[config.mk]
export PLATFORM = sky130hd
export DESIGN_NAME = dds_sine_pwm_tone_generator
export DESIGN_NICKNAME = d
export VERILOG_FILES = /design/src/rtl/dds_pwm_pkg.sv /design/src/rtl/dds_sine_pwm_tone_generator.sv /design/src/rtl/dds_pwm_ctrl.sv /design/src/rtl/dds_pwm_datapath.sv
export SDC_FILE = /design/constraint.sdc
export NUM_CORES = 1
export LEC_CHECK = 0
export BUFFER_PORTS_ARGS = -buffer_cell sky130_fd_sc_hd__buf_4
export CAP_MARGIN = 20
export CORE_MARGIN = 1
export CORE_UTILIZATION = 34
export DETAILED_ROUTE_END_ITERATION = 16
export PLACE_DENSITY = 0.48
export SLEW_MARGIN = 20
export SYNTH_ARGS = -nofsm -noshare
export SYNTH_HDL_FRONTEND = slang
export SYNTH_SLANG_ARGS = --single-unit
[constraint.sdc]
create_clock -name clk -period 12.96 [get_ports clk]
set_clock_uncertainty 0.15 [all_clocks]
set_input_delay 0.648 -clock clk [delete_from_list [all_inputs] [get_ports clk]]
set_output_delay 0.648 -clock clk [all_outputs]
set_load 0.005 [all_outputs]
[src/rtl/dds_pwm_pkg.sv]
// ----------------------------------------------------------------------------
// dds_pwm_pkg
// Shared types, codes and constants for the dds sine pwm tone generator.
// ----------------------------------------------------------------------------
`default_nettype none

package dds_pwm_pkg;

  localparam int PHASE_BITS     = 16;
  localparam int TABLE_IDX_BITS = 6;
  localparam int CMD_W          = 2;
  localparam int FREQ_W         = 16;
  localparam int DUR_W          = 16;
  localparam int SR_W           = 20;
  localparam int PERIOD_W       = 10;
  localparam int DUTY_W         = 10;
  localparam int PCT_W          = 7;
  localparam int CFG_ADDR_W     = 2;
  localparam int CFG_DATA_W     = SR_W;
  localparam int IN_TDATA_W     = 40;
  localparam int OUT_TDATA_W    = 16;
  localparam int DIV_CNT_W      = $clog2(PHASE_BITS);

  // duty / 100 through a reciprocal that never overshoots, then one fix-up
  localparam int PROD_W      = PCT_W + PERIOD_W;
  localparam int RECIP       = 5242;
  localparam int RECIP_W     = 13;
  localparam int RECIP_SHIFT = 19;
  localparam int QUOT_W      = PROD_W + RECIP_W - RECIP_SHIFT;
  localparam int PCT_SCALE   = 100;

  localparam logic [SR_W-1:0]       SR_RESET     = SR_W'(44100);
  localparam logic [PERIOD_W-1:0]   PERIOD_RESET = PERIOD_W'(1000);

  localparam logic [CMD_W-1:0] CMD_START = 2'd0;
  localparam logic [CMD_W-1:0] CMD_SAMPLE = 2'd1;
  localparam logic [CMD_W-1:0] CMD_MS = 2'd2;
  localparam logic [CMD_W-1:0] CMD_STOP = 2'd3;

  localparam logic [CFG_ADDR_W-1:0] CFG_SAMPLE_RATE = 2'd0;
  localparam logic [CFG_ADDR_W-1:0] CFG_PWM_PERIOD = 2'd1;
  localparam logic [CFG_ADDR_W-1:0] CFG_STACCATO = 2'd2;

  localparam logic [PCT_W-1:0] SINE_PCT [64] = '{
    7'd50, 7'd54, 7'd59, 7'd64, 7'd68, 7'd73, 7'd77, 7'd81,
    7'd85, 7'd88, 7'd91, 7'd93, 7'd95, 7'd97, 7'd98, 7'd99,
    7'd99, 7'd99, 7'd98, 7'd97, 7'd95, 7'd93, 7'd91, 7'd88,
    7'd85, 7'd81, 7'd77, 7'd73, 7'd68, 7'd64, 7'd59, 7'd54,
    7'd50, 7'd45, 7'd40, 7'd35, 7'd31, 7'd26, 7'd22, 7'd18,
    7'd14, 7'd11, 7'd8,  7'd6,  7'd4,  7'd2,  7'd1,  7'd0,
    7'd0,  7'd0,  7'd1,  7'd2,  7'd4,  7'd6,  7'd8,  7'd11,
    7'd14, 7'd18, 7'd22, 7'd26, 7'd31, 7'd35, 7'd40, 7'd45
  };

  typedef enum logic [3:0] {
    ST_IDLE,
    ST_DIV,
    ST_START,
    ST_SMP_ADV,
    ST_SMP_MUL,
    ST_SMP_RECIP,
    ST_SMP_FIX,
    ST_MS,
    ST_STOP,
    ST_FINISH
  } state_t;

  typedef struct packed {
    logic load;
    logic div_step;
    logic start_apply;
    logic smp_adv;
    logic smp_mul;
    logic smp_recip;
    logic smp_fix;
    logic ms_apply;
    logic stop_apply;
    logic capture;
  } ctrl_t;

endpackage

`default_nettype wire

[src/rtl/dds_sine_pwm_tone_generator.sv]
// ----------------------------------------------------------------------------
// dds_sine_pwm_tone_generator
// Sine tone source: phase accumulator, 64-entry sine table, pwm duty output.
// ----------------------------------------------------------------------------
// start: bit-serial increment divider, then the tone is applied; sample tick:
// phase advance, table entry times period, reciprocal divide by 100, fix-up;
// millisecond tick and stop: a direct update; each then waits for a free result slot
// one item in flight at a time; a new item is taken while a result waits
// synchronous reset: rate 44100, period 1000, staccato on, tone state cleared
`default_nettype none

module dds_sine_pwm_tone_generator
  import dds_pwm_pkg::*;
(
  input  wire logic                   clk,
  input  wire logic                   rst,
  input  wire logic                   s_tvalid,
  output logic                        s_tready,
  input  wire logic [IN_TDATA_W-1:0]  s_tdata,   // cmd, tone_freq, duration_ms
  output logic                        m_tvalid,
  input  wire logic                   m_tready,
  output logic [OUT_TDATA_W-1:0]      m_tdata,   // pwm_on, duty, tone_active
  input  wire logic                   cfg_we,
  input  wire logic [CFG_ADDR_W-1:0]  cfg_addr,
  input  wire logic [CFG_DATA_W-1:0]  cfg_wdata
);

  ctrl_t             ctrl;
  logic              res_pwm_on;
  logic [DUTY_W-1:0] res_duty;
  logic              res_active;

  dds_pwm_ctrl u_ctrl (
    .clk       (clk),
    .rst       (rst),
    .in_valid  (s_tvalid),
    .in_cmd    (s_tdata[CMD_W-1:0]),
    .in_ready  (s_tready),
    .out_valid (m_tvalid),
    .out_ready (m_tready),
    .ctrl      (ctrl)
  );

  dds_pwm_datapath u_datapath (
    .clk        (clk),
    .rst        (rst),
    .ctrl       (ctrl),
    .cfg_we     (cfg_we),
    .cfg_addr   (cfg_addr),
    .cfg_wdata  (cfg_wdata),
    .in_freq    (s_tdata[CMD_W +: FREQ_W]),
    .in_dur     (s_tdata[CMD_W+FREQ_W +: DUR_W]),
    .res_pwm_on (res_pwm_on),
    .res_duty   (res_duty),
    .res_active (res_active)
  );

  assign m_tdata = {{(OUT_TDATA_W-DUTY_W-2){1'b0}}, res_active, res_duty, res_pwm_on};

  // one item at a time
  a_one_in_flight: assert property (@(posedge clk) disable iff (rst)
    s_tvalid && s_tready |=> !s_tready)
    else $error("new item taken while one is in flight");

  a_capture_valid: assert property (@(posedge clk) disable iff (rst)
    ctrl.capture |=> m_tvalid)
    else $error("captured result not presented");

  a_no_repeat: assert property (@(posedge clk) disable iff (rst)
    m_tvalid && m_tready && !ctrl.capture |=> !m_tvalid)
    else $error("result repeated after transaction");

  a_capture_only_when_free: assert property (@(posedge clk) disable iff (rst)
    ctrl.capture |-> !m_tvalid || m_tready)
    else $error("result overwritten before transaction");

endmodule

`default_nettype wire

[src/rtl/dds_pwm_ctrl.sv]
// ----------------------------------------------------------------------------
// dds_pwm_ctrl
// Sequencer: takes one item, steps the datapath through it, holds the
// result handshake.
// ----------------------------------------------------------------------------
`default_nettype none

module dds_pwm_ctrl
  import dds_pwm_pkg::*;
(
  input  wire logic             clk,
  input  wire logic             rst,
  input  wire logic             in_valid,
  input  wire logic [CMD_W-1:0] in_cmd,
  output logic                  in_ready,
  output logic                  out_valid,
  input  wire logic             out_ready,
  output ctrl_t                 ctrl
);

  state_t               state, state_next;
  logic [DIV_CNT_W-1:0] div_cnt;
  logic                 out_free;

  assign out_free = !out_valid || out_ready;

  always_ff @(posedge clk) begin
    if (rst) begin
      state     <= ST_IDLE;
      div_cnt   <= '0;
      out_valid <= 1'b0;
    end else begin
      state <= state_next;
      if (state == ST_DIV) begin
        div_cnt <= div_cnt + 1'b1;
      end else begin
        div_cnt <= '0;
      end
      if (ctrl.capture) begin
        out_valid <= 1'b1;
      end else if (out_ready) begin
        out_valid <= 1'b0;
      end
    end
  end

  always_comb begin
    state_next = state;
    case (state)
      ST_IDLE: begin
        if (in_valid) begin
          case (in_cmd)
            CMD_START:  state_next = ST_DIV;
            CMD_SAMPLE: state_next = ST_SMP_ADV;
            CMD_MS:     state_next = ST_MS;
            default:    state_next = ST_STOP;
          endcase
        end
      end
      ST_DIV: begin
        if (div_cnt == DIV_CNT_W'(PHASE_BITS - 1)) state_next = ST_START;
      end
      ST_START:     state_next = ST_FINISH;
      ST_SMP_ADV:   state_next = ST_SMP_MUL;
      ST_SMP_MUL:   state_next = ST_SMP_RECIP;
      ST_SMP_RECIP: state_next = ST_SMP_FIX;
      ST_SMP_FIX:   state_next = ST_FINISH;
      ST_MS:        state_next = ST_FINISH;
      ST_STOP:      state_next = ST_FINISH;
      ST_FINISH: begin
        if (out_free) state_next = ST_IDLE;
      end
      default:      state_next = ST_IDLE;
    endcase
  end

  always_comb begin
    ctrl             = '0;
    in_ready         = 1'b0;
    case (state)
      ST_IDLE: begin
        in_ready  = 1'b1;
        ctrl.load = in_valid;
      end
      ST_DIV:       ctrl.div_step    = 1'b1;
      ST_START:     ctrl.start_apply = 1'b1;
      ST_SMP_ADV:   ctrl.smp_adv     = 1'b1;
      ST_SMP_MUL:   ctrl.smp_mul     = 1'b1;
      ST_SMP_RECIP: ctrl.smp_recip   = 1'b1;
      ST_SMP_FIX:   ctrl.smp_fix     = 1'b1;
      ST_MS:        ctrl.ms_apply    = 1'b1;
      ST_STOP:      ctrl.stop_apply  = 1'b1;
      ST_FINISH:    ctrl.capture     = out_free;
      default: begin
      end
    endcase
  end

endmodule

`default_nettype wire

[src/rtl/dds_pwm_datapath.sv]
// ----------------------------------------------------------------------------
// dds_pwm_datapath
// Tone state, configuration registers, bit-serial increment divider,
// sine lookup with duty scaling, and the result register.
// ----------------------------------------------------------------------------
`default_nettype none

module dds_pwm_datapath
  import dds_pwm_pkg::*;
(
  input  wire logic                  clk,
  input  wire logic                  rst,
  input  wire ctrl_t                 ctrl,
  input  wire logic                  cfg_we,
  input  wire logic [CFG_ADDR_W-1:0] cfg_addr,
  input  wire logic [CFG_DATA_W-1:0] cfg_wdata,
  input  wire logic [FREQ_W-1:0]     in_freq,
  input  wire logic [DUR_W-1:0]      in_dur,
  output logic                       res_pwm_on,
  output logic [DUTY_W-1:0]          res_duty,
  output logic                       res_active
);

  logic [SR_W-1:0]       sample_rate;
  logic [PERIOD_W-1:0]   pwm_period;
  logic                  staccato_mode;

  logic [PHASE_BITS-1:0] phase_acc;
  logic [PHASE_BITS-1:0] phase_step;
  logic [DUR_W-1:0]      ms_left;
  logic                  output_enabled;
  logic                  counting;
  logic [DUTY_W-1:0]     duty_now;

  logic [DUR_W-1:0]      dur_hold;
  logic [SR_W-1:0]       rem;
  logic [PHASE_BITS-1:0] quot;
  logic                  sat;

  logic [PROD_W-1:0]     prod;
  logic [QUOT_W-1:0]     q0;

  logic [SR_W:0]         rem_sh;
  logic                  rem_ge;
  logic [PROD_W+RECIP_W-1:0] recip_full;
  logic [PROD_W-1:0]     q0_x100;
  logic [PROD_W-1:0]     resid;
  logic [QUOT_W-1:0]     q_fixed;

  // one quotient bit per cycle; remainder stays below the divisor when the frequency starts below the rate
  assign rem_sh = {rem, 1'b0};
  assign rem_ge = rem_sh >= {1'b0, sample_rate};

  assign recip_full = PROD_W'(prod) * RECIP_W'(RECIP);
  assign q0_x100    = PROD_W'(q0) * PROD_W'(PCT_SCALE);
  assign resid      = prod - q0_x100;
  assign q_fixed    = (resid >= PROD_W'(PCT_SCALE)) ? q0 + 1'b1 : q0;

  always_ff @(posedge clk) begin
    if (rst) begin
      sample_rate    <= SR_RESET;
      pwm_period     <= PERIOD_RESET;
      staccato_mode  <= 1'b1;
    end else if (cfg_we) begin
      case (cfg_addr)
        CFG_SAMPLE_RATE: sample_rate   <= cfg_wdata;
        CFG_PWM_PERIOD:  pwm_period    <= cfg_wdata[PERIOD_W-1:0];
        CFG_STACCATO:    staccato_mode <= cfg_wdata[0];
        default: begin
        end
      endcase
    end
  end

  always_ff @(posedge clk) begin
    if (rst) begin
      phase_acc      <= '0;
      phase_step     <= '0;
      ms_left        <= '0;
      output_enabled <= 1'b0;
      counting       <= 1'b0;
      duty_now       <= '0;
    end else begin
      if (ctrl.start_apply) begin
        phase_acc      <= '0;
        phase_step     <= sat ? '1 : quot;
        ms_left        <= dur_hold;
        counting       <= dur_hold != '0;
        output_enabled <= !(dur_hold == '0 && staccato_mode);
      end
      if (ctrl.smp_adv) phase_acc <= phase_acc + phase_step;
      if (ctrl.smp_fix) duty_now <= q_fixed[DUTY_W-1:0];
      if (ctrl.ms_apply && counting) begin
        ms_left <= ms_left - 1'b1;
        if (ms_left == DUR_W'(1)) begin
          counting <= 1'b0;
          if (staccato_mode) output_enabled <= 1'b0;
        end
      end
      if (ctrl.stop_apply) output_enabled <= 1'b0;
    end
  end

  always_ff @(posedge clk) begin
    if (ctrl.load) begin
      dur_hold <= in_dur;
      rem      <= SR_W'(in_freq);
      quot     <= '0;
      // quotient reaches 2^16 exactly when freq >= rate; a zero rate also saturates
      sat      <= (sample_rate == '0) || (SR_W'(in_freq) >= sample_rate);
    end else if (ctrl.div_step) begin
      rem  <= rem_ge ? SR_W'(rem_sh - {1'b0, sample_rate}) : rem_sh[SR_W-1:0];
      quot <= {quot[PHASE_BITS-2:0], rem_ge};
    end
    if (ctrl.smp_mul) begin
      prod <= PROD_W'(SINE_PCT[phase_acc[PHASE_BITS-1 -: TABLE_IDX_BITS]]) *
              PROD_W'(pwm_period);
    end
    if (ctrl.smp_recip) q0 <= recip_full[RECIP_SHIFT +: QUOT_W];
    if (ctrl.capture) begin
      res_pwm_on <= output_enabled;
      res_duty   <= duty_now;
      res_active <= counting;
    end
  end

endmodule

`default_nettype wire
==> summary.md <==
| Metric | Value |
|---|---|
| Status | `finished, final reports clean` |
| Post-synthesis mux area share | `between 2 and 2.5%` |
| Die extent in x | `around 230 um` |
| Worst relative slew slack | `about 31%` |
| Commonest non-fill, non-tap cell in the layout | `ha_1` |
| Max-cap viol count | `0` |
| Residual DRC | `0` |
| Xor and xnor area share after synthesis | `around 3.7%` |
| Dominant synthesized flop cell | `dfxtp_1` |
| Port bufs | `74` |
| Worst EP arrival | `6.82 ns` |
| Synth unique cells | `between 80 and 90` |
| Final Hold Fails | `0` |
| RSZ-0062 raised after global routing | `false` |
| DRT iter0 DRCs | `approximately 590` |
| Gpl congestion | `between 0.8 and 0.9` |
| FF+latch count, synth | `a little under 200` |
| CP startpoint kind | `flop` |
| Post-DP HPWL | `between 30000 and 40000 um` |
| Pwr per Cell Area | `262 mW/mm^2` |
| Synth-to-layout area growth | `10.4%` |
| Minimum clock period | `between 6 and 7 ns` |
| Initial antenna violation count | `0` |
| Drt first pass iters | `5` |
| Final Power | `around 5.0 mW` |
| Sequential area share after synthesis | `between 20% and 30%` |
| Yosys warnings | `0` |
| Final cycle utilization of the critical path | `a little over half` |
| Avg WL per Cell | `around 15 um` |
| Largest family of logic cells by synthesized area | `adder cells` |
| Commonest cells after routing, fill and taps aside | `ha_1, inv_1, nand2_1, nor2_1, a21oi_1` |
| Rows | `82` |
| Area fraction of the dominant cell type after synthesis | `a little under a fifth` |
| Synth top area cells | `ha_1, dfxtp_1, fa_1, edfxtp_1, inv_1` |
| CTS buffer count | `17` |
| Avg Cell Area, Syn | `approximately 9.2 sq um` |
| P_leak | `approximately 8.6 nW` |
| Max VDD drop | `about 0.00022 V` |
| Critical path type | `flop to flop` |
| Post-synth ARST share | `0%` |
| Root Buffer | `clkbuf_16` |
| GRT overflow | `0` |
| Busiest grt layer | `met2` |
| Worst EP required | `around 13 ns` |
| Total die area | `between 0.05 and 0.06 sq mm` |
| Core area | `0.0503 sq mm` |
| Hold buffers post-CTS | `0` |
| Clk pin slew, worst setup/hold paths | `roughly 0.070 ns` |
| Hold WC Path Type | `primary input to flop` |
| Syn Inst Count | `between 1500 and 2000` |
| Bufs on Longest Clock Path | `2` |
| Post-synth EDFFs | `73` |
| CTS tree | `built` |
| Clock sink count | `around 190` |
| Largest net degree at the start of global routing | `a little over 90` |
| Sequential Area | `0.00459 sq mm` |
| DR vias | `13100` |
| Die Y | `228 um` |
| Finished Core Util | `38.2%` |
| Clk Latency, worst-skew pair | `around 0.45 ns` |
| Complex-gate fraction of the synthesized area | `between 10% and 20%` |
| Multi-input logic area | `0.0117 sq mm` |
| Htree depth | `4` |
| Wirelength, routed | `between 30000 and 40000 um` |
| Vias per cell | `4.97` |
| Adder-Cell Fraction of Synth Area | `between 30% and 40%` |
| Setup TNS | `0 ns` |
| Slew @ Worst Pin | `approximately 1.0 ns` |
| Starting Density | `between 30% and 40%` |
| CP Capture Type | `flop` |
| Post CTS Setup Buffer Count | `0` |
| Fin. max-slew vios | `0` |
| Met1 GRT Util | `around a fifth` |
| Final ANT Viol Nets | `0` |
| Fill count | `~5200` |
| FMAX | `148 MHz` |
| Critical path fanouts, max | `11` |
| ANT cells | `0` |
| Share of cells above drive strength 1 | `under 10%` |
| Synth area leader | `ha_1` |
| Total track usage | `around 16%` |
| Nets | `2376` |
| M3 GR Usage | `1.60%` |
| First-pass GRT wire length | `between 60000 and 70000 um` |
| Simple logic cell fraction of the synthesized area | `between 15 and 20%` |
| Vias in the first global route | `between 10000 and 15000` |
| Setup violations, final | `0` |
| Netlist Area Pre-Place | `around 0.017 sq mm` |
| CTS-repair resized insts | `0` |
| # IOs | `85` |
| GR Util met2 | `between 20 and 30%` |
## flip-flops by register name, summed over array words and instances (netlist names), 4 cells and up
signal / cells
u_datapath.rem: 20
u_datapath.pwm_period: 10
u_ctrl.state: 4
u_datapath.phase_acc: 16
u_ctrl.div_cnt: 4
u_datapath.prod: 17
u_datapath.duty_now: 10
u_datapath.sample_rate: 20
u_datapath.res_duty: 10
u_datapath.phase_step: 16
u_datapath.q0: 11
u_datapath.quot: 16
u_datapath.dur_hold: 16
u_datapath.ms_left: 16
## area by class of cell
class	instances	share of cell area (%)
Inverter	221	4.32
Clock buffer	23	2.55
Clock inverter	9	0.372
Tap cell	672	4.38
Multi-Input combinational cell	1424	61.0
Sequential cell	193	23.9
Timing Repair Buffer	87	3.40
## worst paths after layout
kind | from | to | slack, ns | cells past startpoint
hold reg to reg | u_datapath.duty_now[8] | u_datapath.res_duty[8] | 0.29 | 0
setup reg to reg | u_datapath.phase_acc[10] | u_datapath.prod[16] | 6.20 | 21
setup / recovery | u_datapath.phase_acc[10] | u_datapath.prod[16] | 6.20 | 21
hold / removal | s_tdata[22] | u_datapath.dur_hold[4] | 0.22 | 1
## power by group
part / leakage (nW) / switching [mW] / internal [mW]
logic: 6.64 / 1.98 / 1.53
clock network: 0.282 / 0.245 / 0.271
registers: 1.65 / 0.124 / 0.874
total: 8.57 / 2.35 / 2.68
## logic make-up (layout without fill, tap and decap cells)
logic type	Yosys count	in the layout
simple gates	572	572
compound gates	377	377
fa+ha+maj	365	365
buf+inv	285	340
flops	193	193
xor+xnor	74	74
mux	32	32
other cells	1	4
## metrics by stage
stage,worst slack (ns),std cells,cell area [sq um],hold WS (ns)
after global placement,6.29,2597,18600,0.267
after global routing,5.83,2629,19200,0.190
after floorplan,6.99,1902,17400,0.258
after CTS,6.24,2629,19200,0.179
after detailed placement,6.27,2597,18600,0.266
final,6.20,2629,19200,0.216
## critical path: stages (launching register included)
cell and delay [ns]:
dfxtp_1 0.64, inv_1 0.23, ha_1 0.29, inv_1 0.10, o21bai_1 0.08, a221o_1 0.29, a21oi_1 0.75, nand2b_1 0.21
fa_1 0.44, fa_1 0.54, inv_1 0.05, fa_1 0.51, fa_1 0.49, ha_1 0.35, inv_1 0.06, o21bai_1 0.07
a21oi_1 0.22, inv_1 0.06, a21oi_1 0.27, o211ai_1 0.18, a2111o_1 0.39, o211a_1 0.13
## synthesized netlist by cell type, drive strengths merged (5+ instances only)
library cell / count
ha: 251
inv: 221
nand2: 163
nor2: 142
a21oi: 124
dfxtp: 120
fa: 114
o21ai: 76
edfxtp: 73
nor3: 70
clkbuf: 52
and2: 50
xnor2: 49
nand3: 29
a21o: 27
mux2i: 26
xor2: 25
nor2b: 19
or3: 17
o21bai: 16
a22oi: 14
nand2b: 14
o211ai: 14
nor4: 13
a211oi: 12
buf: 12
nand3b: 12
o31ai: 10
a211o: 8
a221oi: 8
a31oi: 8
or2: 8
nor3b: 7
a2111oi: 6
and3: 6
and4: 6
o21a: 6
a21boi: 5
a311o: 5
nand4: 5
## metal layers
layer / wire [um] / vias to the layer above / part of all wire, %
li1: - / 6665 / -
met1: 19200 / 6291 / 48
met2: 19200 / 92 / 48
met3: 633 / 22 / 1.6
met4: 650 / 0 / 1.6
met5: 0 / - / 0
No activity file was read; power rests on OpenSTA's default activity.
